<file path="src/rtl/owtr_pkg.sv">
// ----------------------------------------------------------------------------
// owtr_pkg
// Shared types and constants of the one-wire temperature reader: register
// indexes, bus command bytes, slot timing, error codes and channel records.
// ----------------------------------------------------------------------------
package owtr_pkg;

   // configuration register indexes
   localparam logic [2:0] REG_BUS_ATTACHED       = 3'd0;
   localparam logic [2:0] REG_CONVERSION_WAIT_US = 3'd1;
   localparam logic [2:0] REG_RESET_LOW_US       = 3'd2;
   localparam logic [2:0] REG_PRESENCE_SAMPLE_US = 3'd3;
   localparam logic [2:0] REG_RESET_TAIL_US      = 3'd4;

   // bus command bytes
   localparam logic [7:0] CMD_SKIP_ROM        = 8'hCC;
   localparam logic [7:0] CMD_CONVERT         = 8'h44;
   localparam logic [7:0] CMD_READ_SCRATCHPAD = 8'hBE;

   // slot timing in microseconds
   localparam logic [19:0] SLOT_SHORT_LOW = 20'd6;
   localparam logic [19:0] SLOT_LONG_LOW  = 20'd60;
   localparam logic [19:0] SLOT_SAMPLE    = 20'd15;
   localparam logic [19:0] SLOT_LAST      = 20'd69;

   // number of scratchpad bytes read back
   localparam int         SCRATCHPAD_BYTES = 9;
   localparam logic [3:0] SCRATCH_COUNT    = 4'(SCRATCHPAD_BYTES);

   // error codes
   localparam logic [1:0] ERR_NONE         = 2'd0;
   localparam logic [1:0] ERR_NO_PRESENCE  = 2'd1;
   localparam logic [1:0] ERR_NOT_ATTACHED = 2'd2;

   typedef struct packed {
      logic        bus_attached;
      logic [19:0] conversion_wait_us;
      logic [9:0]  reset_low_us;
      logic [7:0]  presence_sample_us;
      logic [9:0]  reset_tail_us;
   } config_type;

   typedef struct packed {
      logic signed [15:0] temperature_raw;
      logic [1:0]         error_code;
      logic               done_res;
      logic               busy_res;
      logic               drive_low;
   } result_type;

endpackage

</file>
<file path="src/rtl/owtr_core.sv">
// ----------------------------------------------------------------------------
// owtr_core
// Bus sequencer: advances one microsecond per transfer and forms the result
// of that tick from the current state and the sampled line.
// ----------------------------------------------------------------------------
module owtr_core (
   input  logic                  clock,
   input  logic                  reset,
   input  logic                  tick,
   input  logic                  start_request,
   input  logic                  line_sample,
   input  owtr_pkg::config_type  cfg,
   output owtr_pkg::result_type  result
);

   typedef enum logic [2:0] {
      PH_IDLE,
      PH_RESET,
      PH_WRITE,
      PH_WAIT,
      PH_READ
   } phase_type;

   localparam logic [2:0] STEP_FIRST_RESET  = 3'd0;
   localparam logic [2:0] STEP_SKIP_FIRST   = 3'd1;
   localparam logic [2:0] STEP_CONVERT      = 3'd2;
   localparam logic [2:0] STEP_WAIT         = 3'd3;
   localparam logic [2:0] STEP_SECOND_RESET = 3'd4;
   localparam logic [2:0] STEP_SKIP_SECOND  = 3'd5;
   localparam logic [2:0] STEP_READ_CMD     = 3'd6;
   localparam logic [2:0] STEP_READ_DATA    = 3'd7;

   phase_type   phase_ff, phase_in, ph;
   logic [19:0] time_ff, time_in, tc;
   logic [2:0]  bit_ff, bit_in, bi;
   logic [3:0]  byte_ff, byte_in, by;
   logic [7:0]  shift_ff, shift_in, sb;
   logic [2:0]  step_ff, step_in, cs;
   logic [15:0] temp_ff, temp_in, tw;

   logic        launch;
   logic [10:0] sample_at;
   logic [11:0] reset_end;
   logic [20:0] wait_next;
   logic [7:0]  read_byte;
   logic [3:0]  byte_next;
   logic [15:0] temp_new;

   always_comb begin
      launch    = (phase_ff == PH_IDLE) && start_request;
      sample_at = {1'b0, cfg.reset_low_us} + {3'b000, cfg.presence_sample_us};
      reset_end = {1'b0, sample_at} + {2'b00, cfg.reset_tail_us};

      ph = phase_ff;
      tc = time_ff;
      bi = bit_ff;
      by = byte_ff;
      sb = shift_ff;
      cs = step_ff;
      tw = temp_ff;

      result = '0;

      if (launch) begin
         if (!cfg.bus_attached) begin
            result.done_res   = 1'b1;
            result.error_code = owtr_pkg::ERR_NOT_ATTACHED;
         end else begin
            ph = PH_RESET;
            tc = '0;
            cs = STEP_FIRST_RESET;
            bi = '0;
            by = '0;
            sb = '0;
            tw = '0;
         end
      end

      phase_in = ph;
      time_in  = tc;
      bit_in   = bi;
      byte_in  = by;
      shift_in = sb;
      step_in  = cs;
      temp_in  = tw;

      wait_next = {1'b0, tc} + 21'd1;
      read_byte = (tc == owtr_pkg::SLOT_SAMPLE) ? {line_sample, sb[7:1]} : sb;
      byte_next = by + 4'd1;
      temp_new  = tw;
      if (by == 4'd0) begin
         temp_new[7:0] = read_byte;
      end else if (by == 4'd1) begin
         temp_new[15:8] = read_byte;
      end

      result.busy_res = (ph != PH_IDLE);

      unique case (ph)
         PH_RESET: begin
            result.drive_low = tc < {10'd0, cfg.reset_low_us};
            if (tc == {9'd0, sample_at} && line_sample) begin
               result.done_res   = 1'b1;
               result.error_code = owtr_pkg::ERR_NO_PRESENCE;
               phase_in = PH_IDLE;
               time_in  = '0;
            end else if (tc >= {8'd0, reset_end}) begin
               step_in  = (cs == STEP_FIRST_RESET) ? STEP_SKIP_FIRST : STEP_SKIP_SECOND;
               phase_in = PH_WRITE;
               shift_in = owtr_pkg::CMD_SKIP_ROM;
               bit_in   = '0;
               time_in  = '0;
            end else begin
               time_in = tc + 20'd1;
            end
         end
         PH_WRITE: begin
            result.drive_low = sb[0] ? (tc < owtr_pkg::SLOT_SHORT_LOW)
                                     : (tc < owtr_pkg::SLOT_LONG_LOW);
            if (tc >= owtr_pkg::SLOT_LAST) begin
               time_in  = '0;
               shift_in = {1'b0, sb[7:1]};
               if (bi == 3'd7) begin
                  case (cs)
                     STEP_SKIP_FIRST: begin
                        step_in  = STEP_CONVERT;
                        shift_in = owtr_pkg::CMD_CONVERT;
                        bit_in   = '0;
                     end
                     STEP_CONVERT: begin
                        if (cfg.conversion_wait_us == 20'd0) begin
                           step_in  = STEP_SECOND_RESET;
                           phase_in = PH_RESET;
                        end else begin
                           step_in  = STEP_WAIT;
                           phase_in = PH_WAIT;
                        end
                     end
                     STEP_SKIP_SECOND: begin
                        step_in  = STEP_READ_CMD;
                        shift_in = owtr_pkg::CMD_READ_SCRATCHPAD;
                        bit_in   = '0;
                     end
                     default: begin
                        step_in  = STEP_READ_DATA;
                        phase_in = PH_READ;
                        byte_in  = '0;
                        bit_in   = '0;
                        shift_in = '0;
                     end
                  endcase
               end else begin
                  bit_in = bi + 3'd1;
               end
            end else begin
               time_in = tc + 20'd1;
            end
         end
         PH_WAIT: begin
            time_in = wait_next[19:0];
            if (wait_next >= {1'b0, cfg.conversion_wait_us}) begin
               step_in  = STEP_SECOND_RESET;
               phase_in = PH_RESET;
               time_in  = '0;
            end
         end
         PH_READ: begin
            result.drive_low = tc < owtr_pkg::SLOT_SHORT_LOW;
            shift_in = read_byte;
            if (tc >= owtr_pkg::SLOT_LAST) begin
               time_in = '0;
               if (bi == 3'd7) begin
                  bit_in   = '0;
                  temp_in  = temp_new;
                  byte_in  = byte_next;
                  shift_in = '0;
                  if (byte_next >= owtr_pkg::SCRATCH_COUNT) begin
                     result.done_res        = 1'b1;
                     result.error_code      = owtr_pkg::ERR_NONE;
                     result.temperature_raw = temp_new;
                     phase_in = PH_IDLE;
                  end
               end else begin
                  bit_in = bi + 3'd1;
               end
            end else begin
               time_in = tc + 20'd1;
            end
         end
         default: begin
         end
      endcase
   end

   always_ff @(posedge clock) begin
      if (reset) begin
         phase_ff <= PH_IDLE;
         time_ff  <= '0;
         bit_ff   <= '0;
         byte_ff  <= '0;
         shift_ff <= '0;
         step_ff  <= '0;
         temp_ff  <= '0;
      end else if (tick) begin
         phase_ff <= phase_in;
         time_ff  <= time_in;
         bit_ff   <= bit_in;
         byte_ff  <= byte_in;
         shift_ff <= shift_in;
         step_ff  <= step_in;
         temp_ff  <= temp_in;
      end
   end

endmodule

</file>
<file path="src/rtl/one_wire_temperature_reader.sv">
// ----------------------------------------------------------------------------
// one_wire_temperature_reader
// One-wire bus master that runs one temperature read per start request.
// ----------------------------------------------------------------------------
// Each transfer on the req_ channel is one microsecond of bus time carrying
// a start request and the sampled line level. Every such transfer yields
// exactly one transfer on the rsp_ channel with the bus drive level, busy,
// done, an error code and the raw temperature in sixteenths of a degree.
// A start in idle with the bus attached sends a reset pulse, skip-ROM and
// convert, waits the conversion time, resets again, sends skip-ROM and
// read-scratchpad and reads the scratchpad bytes; done reports the result
// on its finishing tick. A req_ transfer's rsp_ item is held in the output
// register from the next cycle. Throughput is one tick per cycle while the
// receiver keeps up, set by the single sequencer update between the state
// registers and the output register. When the receiver stalls, req_tready
// drops only while the output register is full and not taken, so no tick
// is lost and the sequencer simply waits. Reset (synchronous) returns the
// sequencer to idle, empties the output register, loads the configuration
// defaults. csr_ writes take effect at the clock edge they are presented.
// ----------------------------------------------------------------------------
module one_wire_temperature_reader (
   input  logic        clock,
   input  logic        reset,
   // configuration port
   input  logic        csr_write_enable,
   input  logic [2:0]  csr_index,
   input  logic [19:0] csr_write_data,
   // tick input
   input  logic        req_tvalid,
   output logic        req_tready,
   input  logic [7:0]  req_tdata,   // start_request, line_sample
   // tick result
   output logic        rsp_tvalid,
   input  logic        rsp_tready,
   output logic [23:0] rsp_tdata    // drive_low, busy_res, done_res, error_code, temperature_raw
);

   owtr_pkg::config_type cfg_ff;
   owtr_pkg::result_type result;
   owtr_pkg::result_type rsp_data_ff;
   logic                 rsp_valid_ff;
   logic                 req_transfer;

   assign req_tready   = !rsp_valid_ff || rsp_tready;
   assign req_transfer = req_tvalid && req_tready;

   always_ff @(posedge clock) begin
      if (reset) begin
         cfg_ff.bus_attached       <= 1'b0;
         cfg_ff.conversion_wait_us <= 20'd750000;
         cfg_ff.reset_low_us       <= 10'd480;
         cfg_ff.presence_sample_us <= 8'd70;
         cfg_ff.reset_tail_us      <= 10'd410;
      end else if (csr_write_enable) begin
         unique case (csr_index)
            owtr_pkg::REG_BUS_ATTACHED:       cfg_ff.bus_attached <= csr_write_data[0];
            owtr_pkg::REG_CONVERSION_WAIT_US: cfg_ff.conversion_wait_us <= csr_write_data;
            owtr_pkg::REG_RESET_LOW_US:       cfg_ff.reset_low_us <= csr_write_data[9:0];
            owtr_pkg::REG_PRESENCE_SAMPLE_US: cfg_ff.presence_sample_us <= csr_write_data[7:0];
            owtr_pkg::REG_RESET_TAIL_US:      cfg_ff.reset_tail_us <= csr_write_data[9:0];
            default: begin
            end
         endcase
      end
   end

   owtr_core u_core (
      .clock         (clock),
      .reset         (reset),
      .tick          (req_transfer),
      .start_request (req_tdata[0]),
      .line_sample   (req_tdata[1]),
      .cfg           (cfg_ff),
      .result        (result)
   );

   always_ff @(posedge clock) begin
      if (reset) begin
         rsp_valid_ff <= 1'b0;
      end else if (req_transfer) begin
         rsp_valid_ff <= 1'b1;
      end else if (rsp_tready) begin
         rsp_valid_ff <= 1'b0;
      end
   end

   always_ff @(posedge clock) begin
      if (req_transfer) begin
         rsp_data_ff <= result;
      end
   end

   assign rsp_tvalid = rsp_valid_ff;
   assign rsp_tdata  = {3'b000, rsp_data_ff};

endmodule
</file>
<file path="config.mk">
export PLATFORM = sky130hd
export DESIGN_NAME = one_wire_temperature_reader
export DESIGN_NICKNAME = d
export VERILOG_FILES = /design/src/rtl/owtr_pkg.sv /design/src/rtl/owtr_core.sv /design/src/rtl/one_wire_temperature_reader.sv
export SDC_FILE = /design/constraint.sdc
export NUM_CORES = 1
export LEC_CHECK = 0
export ABC_AREA = 1
export BUFFER_PORTS_ARGS = -buffer_cell sky130_fd_sc_hd__buf_2
export CAP_MARGIN = 15
export CORE_MARGIN = 5
export CORE_UTILIZATION = 42
export CTS_CLUSTER_DIAMETER = 150
export DETAILED_ROUTE_END_ITERATION = 16
export GPL_TIMING_DRIVEN = 0
export HOLD_SLACK_MARGIN = 0.05
export PLACE_DENSITY = 0.56
export SLEW_MARGIN = 20
export SYNTH_ARGS = -nofsm -noshare
export SYNTH_HDL_FRONTEND = slang
export SYNTH_SLANG_ARGS = --single-unit
export TNS_END_PERCENT = 100
</file>
<file path="constraint.sdc">
create_clock -name clock -period 5.2 [get_ports clock]
set_clock_uncertainty 0.15 [all_clocks]
set_input_delay 0.78 -clock clock [delete_from_list [all_inputs] [get_ports clock]]
set_output_delay 0.78 -clock clock [all_outputs]
set_load 0.01 [all_outputs]
</file>
==> impl_results.md, run 1 <==
* Pwr/cell area at 290 mW/mm^2
* CP Max Fanout at 6
* Arrival @ worst endpoint at 5.01 ns
* Logic pwr share at 28.1%
* Leakage at 0.00533 uW
* # IOs at 62
* Setup TNS at 0 ns
* Number of max-cap violations at 0
* Via density at around 5.3
* Max Clk Rate at around 210 MHz
* Initial Utilization at approximately 43%
* Vias in the first global route at ~9400
* Total power at 3240 uW
* Async S/R FF share, synth at 0%
* Met2 wire len at 14100 um
* Switch share at 37.9%
* Vias post-DR at 10100
* Crit path top cell by count: nand2_1
* CP max stage cell: dfxtp_1
* Post-synth design cell area at roughly 0.0098 sq mm
* First DRT Iteration DRCs at ~1000
* Core Rows at 55
* Total length of routed wires at 32600 um
* Syn. warnings at 0
* Synth-to-Final Area Change at 13.9%
* Max incr delay on CP at 0.36 ns
* Final period utilization at 92.3%
* Full die area at 0.0264 sq mm
* Total global-route track usage at 24.8%
* Critical path data required time at roughly 5.4 ns
* Post-DRT Antenna Nets at 0
* Final Setup Violations at 0
* RSZ-0062 raised after global routing: no
* Reg power frac at 34.3%
* Final Hold Violating Endpoints at 0
* Clock Sinks at 128
* Sw power at 1230 uW
* Post-synthesis sequential area ratio at around 28%
* Met1 WL at approximately 15000 um
* Pin count of the biggest net entering global routing at 29
* Startpoint types: flop
* Drc violations at 0
* Status: complete, no violations
* # diodes at 0
* Clock transition at path regs at 0.07 ns
* Mean routed wirelength per cell at 17.2 um
* First-pass GRT wire length at 51600 um
* Crit path time final at 4.80 ns
* Total grt overflow at 0
* Root buf cell: clkbuf_16
* DRT Pass-1 Iters at 5
* Min-Delay Path Class: flop to flop
* Synthesized flop and latch total at 128
* Post-synth top flop: dfxtp_1
* RD Place Congestion at 0.982
* Filler cells at 2360
* CTS tree: built
* Rel. slew slack at 48.8%
* Die Wd at 163 um
* P_int at 2010 uW
* Core area at around 0.023 sq mm
* TritonCTS buffer count at 17
* Slew of the pin with the lowest slew margin at ~0.77 ns
* Post-synth EDFFs at 21
* Initial antenna violation count at 0
* H-Tree Depth at 4
* Power share of the clock group at around 38%
* Met3 WL at 2580 um
* Max VDD drop at 0.206 mV
* Synthesized area per cell at 6.54 sq um
* DP HPWL at 25100 um
* CP endpoint kind: flop
* WS Path Type: flop to flop
* Highest routed layer: met4
* NumNets Final at 1677
* Post-synthesis cell type count at 49
* Worst-skew pair later-pin latency at 0.44 ns
* Layout cells sized above 1 at 11.9%
* Gate Count Post-Synth at roughly 1500
* I/O Buffers at 52
* Clock tree buffer depth at 2
* Slew Limit Fails at 0
* Die height at 163 um
==> Yosys cell counts, types with 3 or more instances <==
cell type / n / share of area (%)
nand2_1: 328 / 13
inv_1: 189 / 7.3
nor2_1: 155 / 6.0
nand3_1: 122 / 6.2
a21oi_1: 115 / 5.9
dfxtp_1: 107 / 22
o21ai_0: 102 / 5.2
ha_1: 68 / 8.7
nand4_1: 39 / 2.5
clkbuf_1: 32 / 1.2
xor2_1: 24 / 2.1
o211ai_1: 23 / 1.8
edfxtp_1: 21 / 6.4
o21ai_1: 19 / 0.97
a31oi_1: 17 / 1.1
inv_2: 14 / 0.54
buf_2: 13 / 0.67
nor2_2: 11 / 0.70
nor3_1: 11 / 0.56
o21ai_2: 9 / 0.81
nand2_2: 7 / 0.45
nand2_4: 7 / 0.81
buf_4: 6 / 0.46
nand3b_1: 5 / 0.38
xnor2_1: 5 / 0.45
nand3_2: 4 / 0.41
nor2_4: 4 / 0.46
o21bai_1: 4 / 0.31
a21boi_0: 3 / 0.23
buf_1: 3 / 0.12
clkinv_1: 3 / 0.12
==> area by class of cell <==
class	count	area, sq um	area share, %
Tap cell	313	392	3.52
Inverter	206	773	6.94
Multi-Input combinational cell	1106	6040	54.2
Clock inverter	15	161	1.45
Clock buffer	17	425	3.82
Sequential cell	128	2770	24.9
Buffer	57	283	2.54
Timing Repair Buffer	55	295	2.65
==> power groups by stage <==
stage | clock (uW) | sequential (uW) | combinational [uW]
4_1_cts | 1240 | 1110 | 881
2_1_floorplan | 0 | 1130 | 619
3_3_place_gp | 0 | 1130 | 863
6_report | 1220 | 1110 | 908
3_5_place_dp | 0 | 1130 | 873
5_1_grt | 1290 | 1110 | 1020
==> what timing repair did <==
item	4_1_cts	5_1_grt
cloned	0	0
pin swaps	1	3
endpoints found under the setup margin	1	36
buffers inserted	2	0
gates resized for setup	0	19
hold buffers	0	0
==> per-stage QoR <==
| step | hold WS (ns) | cell area [sq um] | instances | utilization, % | setup WS [ns] |
|---|---|---|---|---|---|
| after global routing | 0.340 | 11100 | 1897 | 48.9 | 0.000282 |
| final | 0.314 | 11100 | 1897 | 48.9 | 0.403 |
| after CTS | 0.315 | 11100 | 1897 | 48.6 | 0.0214 |
| after global placement | 0.303 | 10400 | 1862 | 45.8 | -0.209 |
| after detailed placement | 0.306 | 10500 | 1863 | 45.9 | -0.191 |
| after floorplan | 0.285 | 9790 | 1497 | - | 1.06 |
==> state kept, by name, indices dropped and copies added, names as in the netlist <==
name / cells
u_core.time_ff: 20
u_core.step_ff: 3
rsp_tvalid: 1
u_core.bit_ff: 3
u_core.phase_ff: 3
u_core.temp_ff: 16
u_core.shift_ff: 8
cfg_ff: 49
u_core.byte_ff: 4
rsp_tdata: 21
==> metal layers <==
metal | vias up | track usage, %
li1 | 5096 | -
met1 | 4607 | 35.4
met2 | 362 | 38.0
met3 | 45 | 4.78
met4 | 0 | 7.47
met5 | - | 0
==> cell usage in the layout (no fill, tap or decap), drive strengths merged, types with 7 or more instances in the layout <==
master  Yosys  routed
o21ai     131     131
a21oi     117     117
nand4      41      41
dfxtp     107     107
clkinv      3       7
inv       203     212
nand3     127     127
nor3       13      13
nand2     342     342
ha         68      68
nor2      170     170
a31oi      17      17
xor2       24      24
edfxtp     21      21
buf        25      79
clkbuf     32      50
o211ai     23      23
==> logic make-up after synthesis <==
logic type                 Yosys count  synth area share [%]
adders and majority gates           70                  9.11
DFF                                128                  28.4
xor gates and xnor gates            29                  2.60
and+or+nand+nor                    702                  32.0
buffers and inverters              263                  10.8
other                                1                0.0384
AOI/OAI and AO/OA                  302                  17.2
==> final timing paths <==
kind | from | slack [ns] | cells past startpoint | end
worst max-delay path | cfg_ff[12] | 0.40 | 30 | u_core.shift_ff[6]
worst min-delay path | u_core.shift_ff[4] | 0.31 | 2 | u_core.shift_ff[4]
worst max register to register | cfg_ff[12] | 0.40 | 30 | u_core.shift_ff[6]
worst min register to register | u_core.shift_ff[4] | 0.31 | 2 | u_core.shift_ff[4]
==> critical path, delay by kind of cell (launching register included) <==
kind / cells / cell delay, ns
simple gates: 15 / 1.47
fa+ha+maj: 3 / 0.98
buf+inv: 2 / 0.22
compound gates: 9 / 1.44
flops: 1 / 0.36
xor+xnor: 1 / 0.09
Note: power is estimated with default switching activity, not from simulation.
==> inputs of run 2 (changes only) <==
--- a/config.mk
+++ b/config.mk
@@ -6,15 +6,16 @@
 export NUM_CORES = 1
 export LEC_CHECK = 0
 export ABC_AREA = 1
-export BUFFER_PORTS_ARGS = -buffer_cell sky130_fd_sc_hd__buf_2
 export CAP_MARGIN = 15
 export CORE_MARGIN = 5
 export CORE_UTILIZATION = 42
 export CTS_CLUSTER_DIAMETER = 150
 export DETAILED_ROUTE_END_ITERATION = 16
+export DONT_BUFFER_PORTS = 1
 export GPL_TIMING_DRIVEN = 0
 export HOLD_SLACK_MARGIN = 0.05
-export PLACE_DENSITY = 0.56
+export PLACE_DENSITY = 0.53
+export RECOVER_POWER = 25
 export SLEW_MARGIN = 20
 export SYNTH_ARGS = -nofsm -noshare
 export SYNTH_HDL_FRONTEND = slang
==> run 2 against run 1 <==
  * Clock-buffer cell count stayed put
  * Final area is 2.3% lower
  * Maximum frequency is 1.8% lower
  * Worst setup slack worse by 0.088 ns
  * Sequential power hardly changed
  * Global-route usage is 0.63 points higher
  * Critical path depth is 4 lower
  * Clock power is 7% higher
  * Total power is 1.6% higher
  * Register-to-register slack worse by 0.09 ns
  * Utilization is 1.1 points lower
  * Cell count is 2.8% lower
  * Critical path type unchanged
  * Highest routed layer unchanged
==> impl_results.md, run 2 (synthesis gave the netlist of run 1 again) <==
* Status: complete, no violations
* Critical path data required time at 5.43 ns (+0.02 ns)
* Total power at 3290 uW (+1.6%)
* Max incr delay on CP at 0.39 ns (+0.03 ns)
* Drc violations at 0 (unchanged)
* Reg with most FFs: cfg_ff
* Final Cell Area at 0.0109 sq mm (-2.3%)
* Full die area at 0.0264 sq mm (unchanged)
* Clock Sinks at 128 (unchanged)
* Critical path's top delay family: compound AO/OA/AOI/OAI gates
* Critical Path Start: cfg_ff[10]
* CTS tree: built
* Mean routed wirelength per cell at 18.1 um (+5.4%)
* Core area at 0.0228 sq mm (unchanged)
* Slew of the pin with the lowest slew margin at 0.805 ns (+0.0376 ns)
* Fin util at 47.8% (-1.1 points)
* Arrival @ worst endpoint at 5.11 ns (+0.10 ns)
* # hold bufs at CTS at 0 (unchanged)
* R2r endpoint: u_core.time_ff[11]
* Filler cells at 2387 (+1.1%)
* Initial antenna violation count at 0 (unchanged)
* WS Path Type: flop to flop
* H-Tree Depth at 4 (unchanged)
* Post-DRT Antenna Nets at 0 (unchanged)
* Setup slack, reg-to-reg at 0.31 ns (-0.09 ns)
* Max reg flops at 49 (unchanged)
* Final Setup Violations at 0 (unchanged)
* I/O Buffers at 0 (-100%)
* Setup crit end: u_core.time_ff[11]
* Total global-route track usage at 25.4% (+0.63 points)
* Crit path time final at 4.89 ns (+0.0884 ns)
* Total length of routed wires at 33400 um (+2.5%)
* Highest-count cells in the layout ignoring fill and taps: 327 x nand2_1, 188 x inv_1, 155 x nor2_1
* Initial Utilization at 42.9% (unchanged)
* Number of max-cap violations at 0 (unchanged)
* # diodes at 0 (unchanged)
* Pin count of the biggest net entering global routing at 29 (unchanged)
* Slew Limit Fails at 0 (unchanged)
* Rel. slew slack at 46.1% (-2.7 points)
* Max VDD drop at 0.160 mV (-22%)
* Max Clk Rate at 205 MHz (-1.8%)
* Core Rows at 55 (unchanged)
* # IOs at 62 (unchanged)
* RD Place Congestion at 0.956 (-2.6%)
* Final Hold Violating Endpoints at 0 (unchanged)
* First DRT Iteration DRCs at 845 (-18%)
* Worst-skew pair later-pin latency at 0.44 ns (about the same)
* NumNets Final at 1624 (-3.2%)
* Clock tree buffer depth at 2 (unchanged)
* Worst Reg-to-Reg Cells at 26 (-13%)
* Total grt overflow at 0 (unchanged)
* DRT Pass-1 Iters at 5 (unchanged)
* Buf/Inv on CP at 3 (+1)
* Setup TNS at 0 ns (unchanged)
* Synth-to-Final Area Change at 11.3%
* CP max stage cell: fa_2
* First-pass GRT wire length at 52500 um (+1.8%)
* Clock transition at path regs at 0.07 ns (about the same)
* R2R Path Start: cfg_ff[10]
* CP endpoint kind: flop
* Vias in the first global route at 9225 (-1.7%)
* Root buf cell: clkbuf_16
* Vias post-DR at 9864 (-2.4%)
* Commonest non-fill, non-tap cell in the layout: nand2_1
* Leakage at 0.00514 uW (-3.6%)
* DP HPWL at 25600 um (+2.0%)
* Via density at 5.35 (+0.37%)
* Final period utilization at 94.0% (+1.7 points)
* Die Wd at 163 um (unchanged)
* Pwr/cell area at 302 mW/mm^2 (+4.0%)
* Layout cells sized above 1 at 8.75% (-3.2 points)
* CP Max Fanout at 10 (+4)
* Area after DPL at 0.0102 sq mm (-2.5%)
* TritonCTS buffer count at 17 (unchanged)
* Min-Delay Path Class: primary input to flop
* Stages on the worst setup path at 26 (-13%)
* Startpoint types: flop
* Die height at 163 um (unchanged)
## run 2: layout make-up
class	count	area (sq um)	area share, %
Multi-Input combinational cell	1106	6020	55.3
Tap cell	313	392	3.60
Inverter	206	773	7.10
Timing Repair Buffer	2	27.5	0.253
Sequential cell	128	2770	25.5
Clock inverter	15	195	1.79
Buffer	57	283	2.60
Clock buffer	17	425	3.91
## run 2: stage by stage
stage / hold slack [ns] / cells / setup slack, ns
4_1_cts: 0.301 / 1844 / 0.0270
5_1_grt: 0.302 / 1844 / -0.00851
6_report: 0.310 / 1844 / 0.315
3_3_place_gp: 0.304 / 1810 / -0.0449
2_1_floorplan: 0.285 / 1497 / 1.06
3_5_place_dp: 0.306 / 1811 / -0.0892
## run 2: how the worst min path moves through the flow
stage                       startpoint                  to  slack (ns)  depth (start not counted)
floorplan                   cfg_ff[12]          cfg_ff[12]        0.29                          2
global placement     u_core.byte_ff[2]   u_core.byte_ff[2]        0.30                          2
detailed placement  u_core.shift_ff[2]  u_core.shift_ff[2]        0.31                          2
CTS                  csr_write_data[7]           cfg_ff[7]        0.30                          2
global route         csr_write_data[3]           cfg_ff[3]        0.30                          2
finish               csr_write_data[7]           cfg_ff[7]        0.31                          2
## run 2: worst reg2reg max path, stage by stage, from the launching register on
cell	delay [ns]
dfxtp_1	0.32
ha_1	0.26
fa_2	0.39
xor2_2	0.28
ha_4	0.26
a21oi_1	0.15
nand2_1	0.12
a21oi_2	0.23
o21ai_2	0.11
a31oi_2	0.25
nor2_1	0.06
o21ai_0	0.14
nand2_1	0.12
nand2_1	0.07
inv_1	0.04
o21ai_1	0.12
ha_1	0.26
a21oi_1	0.13
o21ai_0	0.09
a21oi_1	0.19
o211ai_1	0.14
nor2_2	0.28
clkbuf_4	0.29
nand3_1	0.09
nand4_1	0.12
o211ai_1	0.09
inv_1	0.08
## run 2: power by group
part | switching (uW) | internal [uW]
logic | 594 | 279
clock network | 567 | 733
registers | 47.0 | 1070
## run 2: per-layer routing
metal / track usage [%] / vias to the layer above / part of all wire, %
li1: - / 4992 / -
met1: 37.4 / 4503 / 48
met2: 38.7 / 324 / 43
met3: 4.28 / 45 / 7.1
met4: 6.52 / 0 / 1.8
met5: 0 / - / 0
## run 2: repair_timing
| action | 4_1_cts | 5_1_grt |
|---|---|---|
| endpoints found under the setup margin | 1 | 35 |
| setup buffers | 1 | 0 |
| pin swaps | 1 | 3 |
| gates resized for setup | 0 | 17 |
